**src/sv/urg_pkg.sv**
```systemverilog
`timescale 1ns / 1ps
// ----------------------------------------------------------------------------
// urg_pkg
// Shared types, constants and the fraction-to-single helper of the uniform
// random generator.
// ----------------------------------------------------------------------------
package urg_pkg;

    // field and word widths
    localparam int SEED_W  = 64;
    localparam int WORD_W  = 32;
    localparam int FRAC_W  = 23;
    localparam int FLOAT_W = 30;
    localparam int EXPO_W  = FLOAT_W - FRAC_W;
    localparam int LZ_W    = 5;

    // seeding mix constants
    localparam logic [SEED_W-1:0] MIX_MUL_A   = 64'hbf58476d1ce4e5b9;
    localparam logic [SEED_W-1:0] MIX_MUL_B   = 64'h94d049bb133111eb;
    localparam logic [SEED_W-1:0] GOLDEN_STEP = 64'h9e3779b97f4a7c15;

    // biased exponent of the largest value below one
    localparam logic [EXPO_W-1:0] EXPO_TOP = 7'd126;

    // controller states, one-hot
    typedef enum logic [8:0] {
        ST_IDLE  = 9'b000000001,
        ST_START = 9'b000000010,
        ST_LOAD  = 9'b000000100,
        ST_M0    = 9'b000001000,
        ST_M1    = 9'b000010000,
        ST_M2    = 9'b000100000,
        ST_M3    = 9'b001000000,
        ST_STORE = 9'b010000000,
        ST_DRAW  = 9'b100000000
    } urg_state_t;

    // source of the mix operand
    typedef enum logic [1:0] {
        Z_BASE      = 2'd0,
        Z_BASE_GOLD = 2'd1,
        Z_ACC       = 2'd2
    } urg_zsel_t;

    // which 32x32 partial product to form
    typedef enum logic [1:0] {
        MUL_LL = 2'd0,
        MUL_HL = 2'd1,
        MUL_LH = 2'd2
    } urg_mulsel_t;

    // accumulator operation
    typedef enum logic [1:0] {
        ACC_HOLD   = 2'd0,
        ACC_SET    = 2'd1,
        ACC_ADD_HI = 2'd2
    } urg_accop_t;

    // commands from controller to datapath
    typedef struct packed {
        logic        base_load;
        logic        base_zero;
        logic        z_load;
        urg_zsel_t   z_sel;
        urg_mulsel_t mul_sel;
        logic        k_sel;
        urg_accop_t  acc_op;
        logic        store;
        logic        store_half;
        logic        draw;
    } urg_cmd_t;

    // exact single encoding of frac / 2^23
    function automatic logic [FLOAT_W-1:0] float_of_fraction(input logic [FRAC_W-1:0] frac);
        logic [LZ_W-1:0]   lz;
        logic              found;
        logic [FRAC_W-1:0] mant;
        logic [EXPO_W-1:0] expo;
        lz    = '0;
        found = 1'b0;
        // leading zero count
        for (int i = FRAC_W - 1; i >= 0; i--) begin
            if (!found && frac[i]) begin
                lz    = LZ_W'(FRAC_W - 1 - i);
                found = 1'b1;
            end
        end
        mant = frac << (lz + LZ_W'(1));
        expo = EXPO_TOP - EXPO_W'(lz);
        if (!found) begin
            return '0;
        end
        return {expo, mant};
    endfunction

endpackage

```
**src/sv/urg_ctrl.sv**
```systemverilog
`timescale 1ns / 1ps
// ----------------------------------------------------------------------------
// urg_ctrl
// Controller: sequences the seeding mixes, the draw handshake and the
// output valid flag.
// ----------------------------------------------------------------------------
module urg_ctrl (
    input  logic            aclk,
    input  logic            aresetn,
    input  logic            s_valid,
    output logic            s_ready,
    input  logic            s_restart,
    output logic            m_valid,
    input  logic            m_ready,
    output urg_pkg::urg_cmd_t cmd
);
    import urg_pkg::*;

    urg_state_t state_reg, state_next;
    logic       round_reg, round_next;
    logic       half_reg, half_next;
    logic       init_reg, init_next;
    logic       m_valid_reg, m_valid_next;
    logic       out_free;
    logic       accept;

    // output slot can take a new beat
    assign out_free = !m_valid_reg || m_ready;
    assign s_ready  = (state_reg == ST_IDLE) && out_free;
    assign accept   = s_valid && s_ready;
    assign m_valid  = m_valid_reg;

    // next state and commands
    always_comb begin
        state_next     = state_reg;
        round_next     = round_reg;
        half_next      = half_reg;
        init_next      = init_reg;
        cmd            = '0;
        cmd.z_sel      = round_reg ? Z_ACC : (half_reg ? Z_BASE_GOLD : Z_BASE);
        cmd.mul_sel    = MUL_LL;
        cmd.acc_op     = ACC_HOLD;
        cmd.k_sel      = round_reg;
        cmd.store_half = half_reg;
        cmd.base_zero  = init_reg;
        unique case (state_reg)
            ST_IDLE: begin
                if (accept) begin
                    if (s_restart) begin
                        state_next = ST_START;
                    end else begin
                        cmd.draw = 1'b1;
                    end
                end
            end
            ST_START: begin
                cmd.base_load = 1'b1;
                round_next    = 1'b0;
                half_next     = 1'b0;
                state_next    = ST_LOAD;
            end
            ST_LOAD: begin
                cmd.z_load = 1'b1;
                state_next = ST_M0;
            end
            ST_M0: begin
                cmd.mul_sel = MUL_LL;
                state_next  = ST_M1;
            end
            ST_M1: begin
                cmd.mul_sel = MUL_HL;
                cmd.acc_op  = ACC_SET;
                state_next  = ST_M2;
            end
            ST_M2: begin
                cmd.mul_sel = MUL_LH;
                cmd.acc_op  = ACC_ADD_HI;
                state_next  = ST_M3;
            end
            ST_M3: begin
                cmd.acc_op = ACC_ADD_HI;
                if (!round_reg) begin
                    round_next = 1'b1;
                    state_next = ST_LOAD;
                end else begin
                    state_next = ST_STORE;
                end
            end
            ST_STORE: begin
                cmd.store = 1'b1;
                if (!half_reg) begin
                    half_next  = 1'b1;
                    round_next = 1'b0;
                    state_next = ST_LOAD;
                end else if (init_reg) begin
                    init_next  = 1'b0;
                    state_next = ST_IDLE;
                end else begin
                    state_next = ST_DRAW;
                end
            end
            ST_DRAW: begin
                if (out_free) begin
                    cmd.draw   = 1'b1;
                    state_next = ST_IDLE;
                end
            end
            default: begin
                state_next = ST_IDLE;
            end
        endcase
    end

    // output valid flag
    always_comb begin
        if (cmd.draw) begin
            m_valid_next = 1'b1;
        end else if (m_ready) begin
            m_valid_next = 1'b0;
        end else begin
            m_valid_next = m_valid_reg;
        end
    end

    // control registers
    always_ff @(posedge aclk) begin
        if (!aresetn) begin
            state_reg   <= ST_START;
            round_reg   <= 1'b0;
            half_reg    <= 1'b0;
            init_reg    <= 1'b1;
            m_valid_reg <= 1'b0;
        end else begin
            state_reg   <= state_next;
            round_reg   <= round_next;
            half_reg    <= half_next;
            init_reg    <= init_next;
            m_valid_reg <= m_valid_next;
        end
    end

    // checks
    a_reset_seeds: assert property (@(posedge aclk)
        !aresetn |=> (state_reg == ST_START && init_reg))
        else $error("reset does not start the seeding pass");

    a_restart_seeds: assert property (@(posedge aclk) disable iff (!aresetn)
        (accept && s_restart) |=> (state_reg == ST_START))
        else $error("restart beat did not start reseeding");

    a_draw_slot_free: assert property (@(posedge aclk) disable iff (!aresetn)
        cmd.draw |-> out_free)
        else $error("draw overwrites an untaken result");

    a_no_accept_busy: assert property (@(posedge aclk) disable iff (!aresetn)
        (state_reg != ST_IDLE) |-> !s_ready)
        else $error("input taken while seeding");

    a_store_after_b: assert property (@(posedge aclk) disable iff (!aresetn)
        cmd.store |-> ($past(state_reg) == ST_M3 && round_reg))
        else $error("state words stored before the second multiply");

endmodule

```
**src/sv/urg_datapath.sv**
```systemverilog
`timescale 1ns / 1ps
// ----------------------------------------------------------------------------
// urg_datapath
// Datapath: seed register, seeding mixer with one shared 32x32 multiplier,
// generator words, draw update and output registers.
// ----------------------------------------------------------------------------
module urg_datapath (
    input  logic                          aclk,
    input  logic                          aresetn,
    input  logic                          cfg_valid,
    input  logic [urg_pkg::SEED_W-1:0]    cfg_seed,
    input  urg_pkg::urg_cmd_t             cmd,
    output logic [urg_pkg::FRAC_W-1:0]    m_fraction,
    output logic [urg_pkg::FLOAT_W-1:0]   m_float_bits
);
    import urg_pkg::*;

    logic [SEED_W-1:0]  seed_reg;
    logic [SEED_W-1:0]  base_reg;
    logic [SEED_W-1:0]  z_reg;
    logic [SEED_W-1:0]  z_next;
    logic [SEED_W-1:0]  base_gold;
    logic [SEED_W-1:0]  acc_reg;
    logic [SEED_W-1:0]  prod_reg;
    logic [SEED_W-1:0]  mix_out;
    logic [SEED_W-1:0]  k_val;
    logic [WORD_W-1:0]  mul_a;
    logic [WORD_W-1:0]  mul_b;
    logic [WORD_W-1:0]  s0_reg, s1_reg, s2_reg, s3_reg;
    logic [WORD_W-1:0]  n0, n1, n2, n3, t_word, x2, x3;
    logic [WORD_W-1:0]  sum;
    logic [FRAC_W-1:0]  frac;
    logic [FRAC_W-1:0]  frac_reg;
    logic [FLOAT_W-1:0] float_reg;

    // seed register
    always_ff @(posedge aclk) begin
        if (!aresetn) begin
            seed_reg <= '0;
        end else if (cfg_valid) begin
            seed_reg <= cfg_seed;
        end
    end

    // mix operand select
    assign base_gold = base_reg + GOLDEN_STEP;
    always_comb begin
        case (cmd.z_sel)
            Z_BASE:      z_next = base_reg ^ (base_reg >> 30);
            Z_BASE_GOLD: z_next = base_gold ^ (base_gold >> 30);
            Z_ACC:       z_next = acc_reg ^ (acc_reg >> 27);
            default:     z_next = acc_reg ^ (acc_reg >> 27);
        endcase
    end

    // partial product operands
    assign k_val = cmd.k_sel ? MIX_MUL_B : MIX_MUL_A;
    always_comb begin
        case (cmd.mul_sel)
            MUL_LL: begin
                mul_a = z_reg[WORD_W-1:0];
                mul_b = k_val[WORD_W-1:0];
            end
            MUL_HL: begin
                mul_a = z_reg[SEED_W-1:WORD_W];
                mul_b = k_val[WORD_W-1:0];
            end
            MUL_LH: begin
                mul_a = z_reg[WORD_W-1:0];
                mul_b = k_val[SEED_W-1:WORD_W];
            end
            default: begin
                mul_a = z_reg[WORD_W-1:0];
                mul_b = k_val[WORD_W-1:0];
            end
        endcase
    end

    assign mix_out = acc_reg ^ (acc_reg >> 31);

    // seeding mixer registers
    always_ff @(posedge aclk) begin
        if (cmd.base_load) begin
            base_reg <= cmd.base_zero ? '0 : seed_reg;
        end
        if (cmd.z_load) begin
            z_reg <= z_next;
        end
        // full 64-bit product of two 32-bit operands
        prod_reg <= {{WORD_W{1'b0}}, mul_a} * {{WORD_W{1'b0}}, mul_b};
        case (cmd.acc_op)
            ACC_SET:    acc_reg <= prod_reg;
            ACC_ADD_HI: acc_reg <= acc_reg + {prod_reg[WORD_W-1:0], {WORD_W{1'b0}}};
            default:    acc_reg <= acc_reg;
        endcase
    end

    // xoshiro128+ step
    assign t_word = s1_reg << 9;
    assign x2     = s2_reg ^ s0_reg;
    assign x3     = s3_reg ^ s1_reg;
    assign n1     = s1_reg ^ x2;
    assign n0     = s0_reg ^ x3;
    assign n2     = x2 ^ t_word;
    assign n3     = {x3[WORD_W-12:0], x3[WORD_W-1:WORD_W-11]};

    assign sum  = s0_reg + s3_reg;
    assign frac = sum[WORD_W-1:WORD_W-FRAC_W];

    // generator words
    always_ff @(posedge aclk) begin
        if (cmd.store) begin
            if (!cmd.store_half) begin
                s0_reg <= mix_out[SEED_W-1:WORD_W];
                s1_reg <= mix_out[WORD_W-1:0];
            end else begin
                s2_reg <= mix_out[SEED_W-1:WORD_W];
                s3_reg <= mix_out[WORD_W-1:0];
            end
        end else if (cmd.draw) begin
            s0_reg <= n0;
            s1_reg <= n1;
            s2_reg <= n2;
            s3_reg <= n3;
        end
    end

    // result registers
    always_ff @(posedge aclk) begin
        if (cmd.draw) begin
            frac_reg  <= frac;
            float_reg <= float_of_fraction(frac);
        end
    end

    assign m_fraction   = frac_reg;
    assign m_float_bits = float_reg;

endmodule

```
**src/sv/uniform_random_generator_unit.sv**
```systemverilog
`timescale 1ns / 1ps
// ----------------------------------------------------------------------------
// uniform_random_generator_unit
// xoshiro128+ uniform source with SplitMix64 seeding; each beat in gives
// one 0.23 fraction and its single-precision encoding.
// ----------------------------------------------------------------------------
//  channel  | direction | handshake           | payload
//  ---------+-----------+---------------------+------------------------------
//  s_       | in        | s_valid / s_ready   | s_restart
//  m_       | out       | m_valid / m_ready   | m_fraction, m_float_bits
//  cfg_     | in        | cfg_valid/cfg_ready | cfg_seed (64-bit seed)
//
//  A draw beat is taken straight from idle; its result is registered at the
//  accepting edge and is valid in the next cycle; draws follow back to
//  back while the result side keeps up.
//  A restart beat reseeds first: two SplitMix64 mixes on one shared 32x32
//  multiplier, then the draw.
//  After reset the same seeding pass runs with seed zero; s_ready
//  stays low until it ends. cfg_ready is always high.
//  A stalled result holds the input side off until it is taken or taken
//  in the same cycle.
// ----------------------------------------------------------------------------
module uniform_random_generator_unit (
    input  logic                          aclk,
    input  logic                          aresetn,
    input  logic                          cfg_valid,
    output logic                          cfg_ready,
    input  logic [urg_pkg::SEED_W-1:0]    cfg_seed,
    input  logic                          s_valid,
    output logic                          s_ready,
    input  logic                          s_restart,
    output logic                          m_valid,
    input  logic                          m_ready,
    output logic [urg_pkg::FRAC_W-1:0]    m_fraction,
    output logic [urg_pkg::FLOAT_W-1:0]   m_float_bits
);
    import urg_pkg::*;

    urg_cmd_t cmd;

    assign cfg_ready = 1'b1;

    // sequencing
    urg_ctrl u_ctrl (
        .aclk      (aclk),
        .aresetn   (aresetn),
        .s_valid   (s_valid),
        .s_ready   (s_ready),
        .s_restart (s_restart),
        .m_valid   (m_valid),
        .m_ready   (m_ready),
        .cmd       (cmd)
    );

    // arithmetic and state
    urg_datapath u_datapath (
        .aclk         (aclk),
        .aresetn      (aresetn),
        .cfg_valid    (cfg_valid),
        .cfg_seed     (cfg_seed),
        .cmd          (cmd),
        .m_fraction   (m_fraction),
        .m_float_bits (m_float_bits)
    );

endmodule

```
**config.mk**
```make
export PLATFORM = sky130hd
export DESIGN_NAME = uniform_random_generator_unit
export DESIGN_NICKNAME = d
export VERILOG_FILES = /design/src/sv/urg_pkg.sv /design/src/sv/urg_ctrl.sv /design/src/sv/urg_datapath.sv /design/src/sv/uniform_random_generator_unit.sv
export SDC_FILE = /design/constraint.sdc
export NUM_CORES = 2
export LEC_CHECK = 0
export ABC_AREA = 1
export BUFFER_PORTS_ARGS = -buffer_cell sky130_fd_sc_hd__buf_2
export CORE_MARGIN = 3
export CORE_UTILIZATION = 55
export CTS_CLUSTER_DIAMETER = 200
export CTS_CLUSTER_SIZE = 28
export DETAILED_ROUTE_END_ITERATION = 12
export GPL_ROUTABILITY_DRIVEN = 0
export PLACE_DENSITY = 0.73
export SKIP_CTS_REPAIR_TIMING = 1
export SLEW_MARGIN = 30
export SYNTH_ARGS = -nofsm -noshare
export SYNTH_HDL_FRONTEND = slang
export SYNTH_HIERARCHICAL = 1
export SYNTH_SLANG_ARGS = --single-unit
```
**constraint.sdc**
```tcl
create_clock -name aclk -period 15.6 [get_ports aclk]
set_clock_uncertainty 0.2 [all_clocks]
set_input_delay 4.68 -clock aclk [delete_from_list [all_inputs] [get_ports aclk]]
set_output_delay 4.68 -clock aclk [all_outputs]
set_load 0.005 [all_outputs]
```
==> summary.txt <==
Status -> completed
Worst EP arrival -> 11.34 ns
Main synth FF type -> edfxtp_1
Post-Synthesis Cell Area -> 0.05668 mm2
Total CTS buffers -> 22
Total power -> 13.49 mW
P_leak -> 29.19 nW
Critical Path Slowest Stage Cell -> inv_1
Filler instances -> 8828
Root Driver -> clkbuf_16
VDD IR max -> 0.5995 mV
Kind of start point of the critical path -> flop
Post-DRT Antenna Nets -> 0
Layout Area Growth over Synthesis -> 4.927%
Ports -> 126
Most frequent cell on the critical path -> inv_1
Sequential share of the synthesized area -> 0.2474
Met3 usage in global routing -> 0.1131
Met2 Use GR -> 0.4938
WL per Instance -> 22.70 um
Via count -> 44.96k
Die height -> 327.0 um
RSZ-0062 raised after global routing -> no
GR Layer Usage met1 -> 0.4356
Mapped Avg Cell Area -> 8.892 um2
First-pass GRT wire length -> 268900 um
Via density -> 5.775
Vias in the first global route -> 45.13k
Worst-margin pin slew -> 1.088 ns
Final hold vios -> 0
Initial drt markers -> 5673
Total nets after synthesis -> 7672
Final min period -> 11.05 ns
Number of remaining DRC errors -> 0
# nets final -> 7697
DP HPWL -> 145900 um
GRT Util Overall -> 0.3312
Drt total wl -> 176700 um
# rows -> 117
Initial antenna violation count -> 4
CTS tree -> yes
Required time of the critical path -> 15.89 ns
Initial core utilization -> 0.5555
TNS Setup -> 0 ns
Max clock buf depth -> 3
Max-slew violations -> 0
Critical Path End Type -> flop
Synth warnings -> 6
Post-synth EDFFs -> 373
Post-synth ARST share -> 0
Pwr dens -> 226.9 mW/mm2
Clock sink count -> 514
Port Buffers -> 124
Final period util -> 0.7086
Die Footprint -> 0.1070 mm2
Synthesized flop and latch total -> 514
Cell count after synthesis -> 6375
Min-delay worst type -> reg2reg
Initial DRT Pass Iterations -> 9
Core ar. -> 0.1020 mm2
Htree depth -> 1
Layout cell share with drive strength beyond 1 -> 0.04582
Max-slew headroom -> 0.2672
Grt ovf -> 0
Setup Crit Path Kind -> reg2reg
Clock Latency Late Sink -> 0.60 ns
Fmax achieved -> 0.09047 GHz
Most Crowded Layer GR -> met2
Reg clk slew, reported paths -> 0.11 ns
Max-cap violations -> 0
Die width -> 327.0 um
Largest net degree at the start of global routing -> 129
Max Fanout on Critical Path -> 64
Synth cell types -> 62
Largest stage delay, worst path -> 0.62 ns
Final setup viols -> 0
==> metrics by stage <==
step | cells | hold slack (ns) | worst slack (ns) | utilization | cell area, um2
after floorplan | 6375 | 0.2305 | 5.746 | - | 56680
after global placement | 7741 | 0.2452 | 4.393 | 0.5758 | 58750
after detailed placement | 7744 | 0.2499 | 4.796 | 0.5764 | 58810
after CTS | 7784 | 0.2650 | 4.765 | 0.5828 | 59470
after global routing | 7784 | 0.2811 | 3.952 | 0.5829 | 59470
final | 7785 | 0.2648 | 4.546 | 0.5829 | 59480
==> cells in the final DEF (no fill, tap or decap), types with 15 or more instances in the layout <==
master,synthesis,layout
o21ai_1,23,35
nand2_2,13,15
clkbuf_1,153,16
xor2_1,193,193
a31oi_1,28,28
nand4_1,26,26
buf_4,9,56
fa_1,834,834
o221ai_1,19,19
buf_2,10,123
nor2_1,660,658
ha_1,393,392
a22oi_1,23,23
o21ai_0,305,289
nand2_1,968,966
nand3_1,190,190
clkbuf_16,0,23
a21oi_1,315,315
dfxtp_1,141,139
xnor2_1,108,108
edfxtp_1,373,373
inv_1,1395,1392
==> cell type report <==
type                    instances  area (um2)  share of cell area
multi-input cells            4271       36680              0.6168
flip-flops and latches        514       14030              0.2358
clock inverters                 1       20.02           0.0003366
diodes                          1       2.502          0.00004207
clock buffers                  39       635.6             0.01069
well taps                    1368        1712             0.02878
repair buffers                182        1102             0.01853
inverters                    1409        5295             0.08903
==> worst max-delay path, delay by kind of cell (launching register included) <==
kind | cells | cell delay [ns]
AOI/OAI and AO/OA | 10 | 2.61
xor gates and xnor gates | 1 | 0.15
adders and majority gates | 9 | 4.49
buffers and inverters | 11 | 1.83
DFF | 1 | 0.34
and+or+nand+nor | 6 | 1.27
==> power by group <==
group          internal [mW]  switching (mW)  total, mW
Clock                  0.285           0.437      0.722
Combinational           4.17            6.68       10.8
Sequential              1.82           0.109       1.93
Total                   6.27            7.23       13.5
==> final timing paths <==
kind / start / to / slack [ns] / depth (start not counted)
hold reg to reg: u_datapath/seed_reg[23] / u_datapath/seed_reg[23] / 0.26 / 2
hold / removal: u_datapath/seed_reg[23] / u_datapath/seed_reg[23] / 0.26 / 2
setup / recovery: u_ctrl/state_reg[0] / u_datapath/prod_reg[59] / 4.55 / 37
setup reg to reg: u_ctrl/state_reg[0] / u_datapath/prod_reg[59] / 4.55 / 37
==> Yosys cell counts (all sizes together), types with 3 or more instances <==
| library cell | n | area share |
|---|---|---|
| o21a | 7 | 0.00093 |
| a31oi | 28 | 0.0031 |
| buf | 28 | 0.0032 |
| o221ai | 19 | 0.0029 |
| xnor2 | 109 | 0.017 |
| o21ai | 334 | 0.030 |
| nor2 | 677 | 0.046 |
| nand2 | 983 | 0.066 |
| nor3 | 17 | 0.0018 |
| o21bai | 11 | 0.0015 |
| clkbuf | 153 | 0.010 |
| nand4 | 30 | 0.0038 |
| edfxtp | 373 | 0.20 |
| o311ai | 9 | 0.0014 |
| nor4 | 9 | 0.0011 |
| a21o | 3 | 0.00040 |
| ha | 393 | 0.087 |
| nand3 | 194 | 0.017 |
| fa | 834 | 0.29 |
| a21boi | 16 | 0.0021 |
| xor2 | 193 | 0.030 |
| a22oi | 23 | 0.0030 |
| and3 | 4 | 0.00044 |
| a31o | 4 | 0.00062 |
| dfxtp | 141 | 0.050 |
| a21oi | 317 | 0.028 |
| and2 | 3 | 0.00033 |
| or2 | 5 | 0.00055 |
| clkinv | 5 | 0.00033 |
| nand3b | 3 | 0.00040 |
| o41ai | 4 | 0.00062 |
| inv | 1404 | 0.093 |
| a211oi | 4 | 0.00053 |
| o31ai | 14 | 0.0019 |
| o211ai | 14 | 0.0019 |
==> cell families after synthesis <==
kind of cell    after synthesis  synth area share
xor+xnor                    302           0.04680
fa+ha+maj                  1227            0.3813
flops                       514            0.2474
compound gates              814           0.07993
simple gates               1927            0.1378
buf+inv                    1590            0.1067
other cells                   1        0.00006616
==> routing by layer <==
| metal | vias up | part of all wire |
|---|---|---|
| li1 | 19780 | - |
| met1 | 21470 | 0.37 |
| met2 | 3090 | 0.42 |
| met3 | 615 | 0.14 |
| met4 | 10 | 0.063 |
| met5 | - | 0.00045 |
No activity file was read; power rests on OpenSTA's default activity.
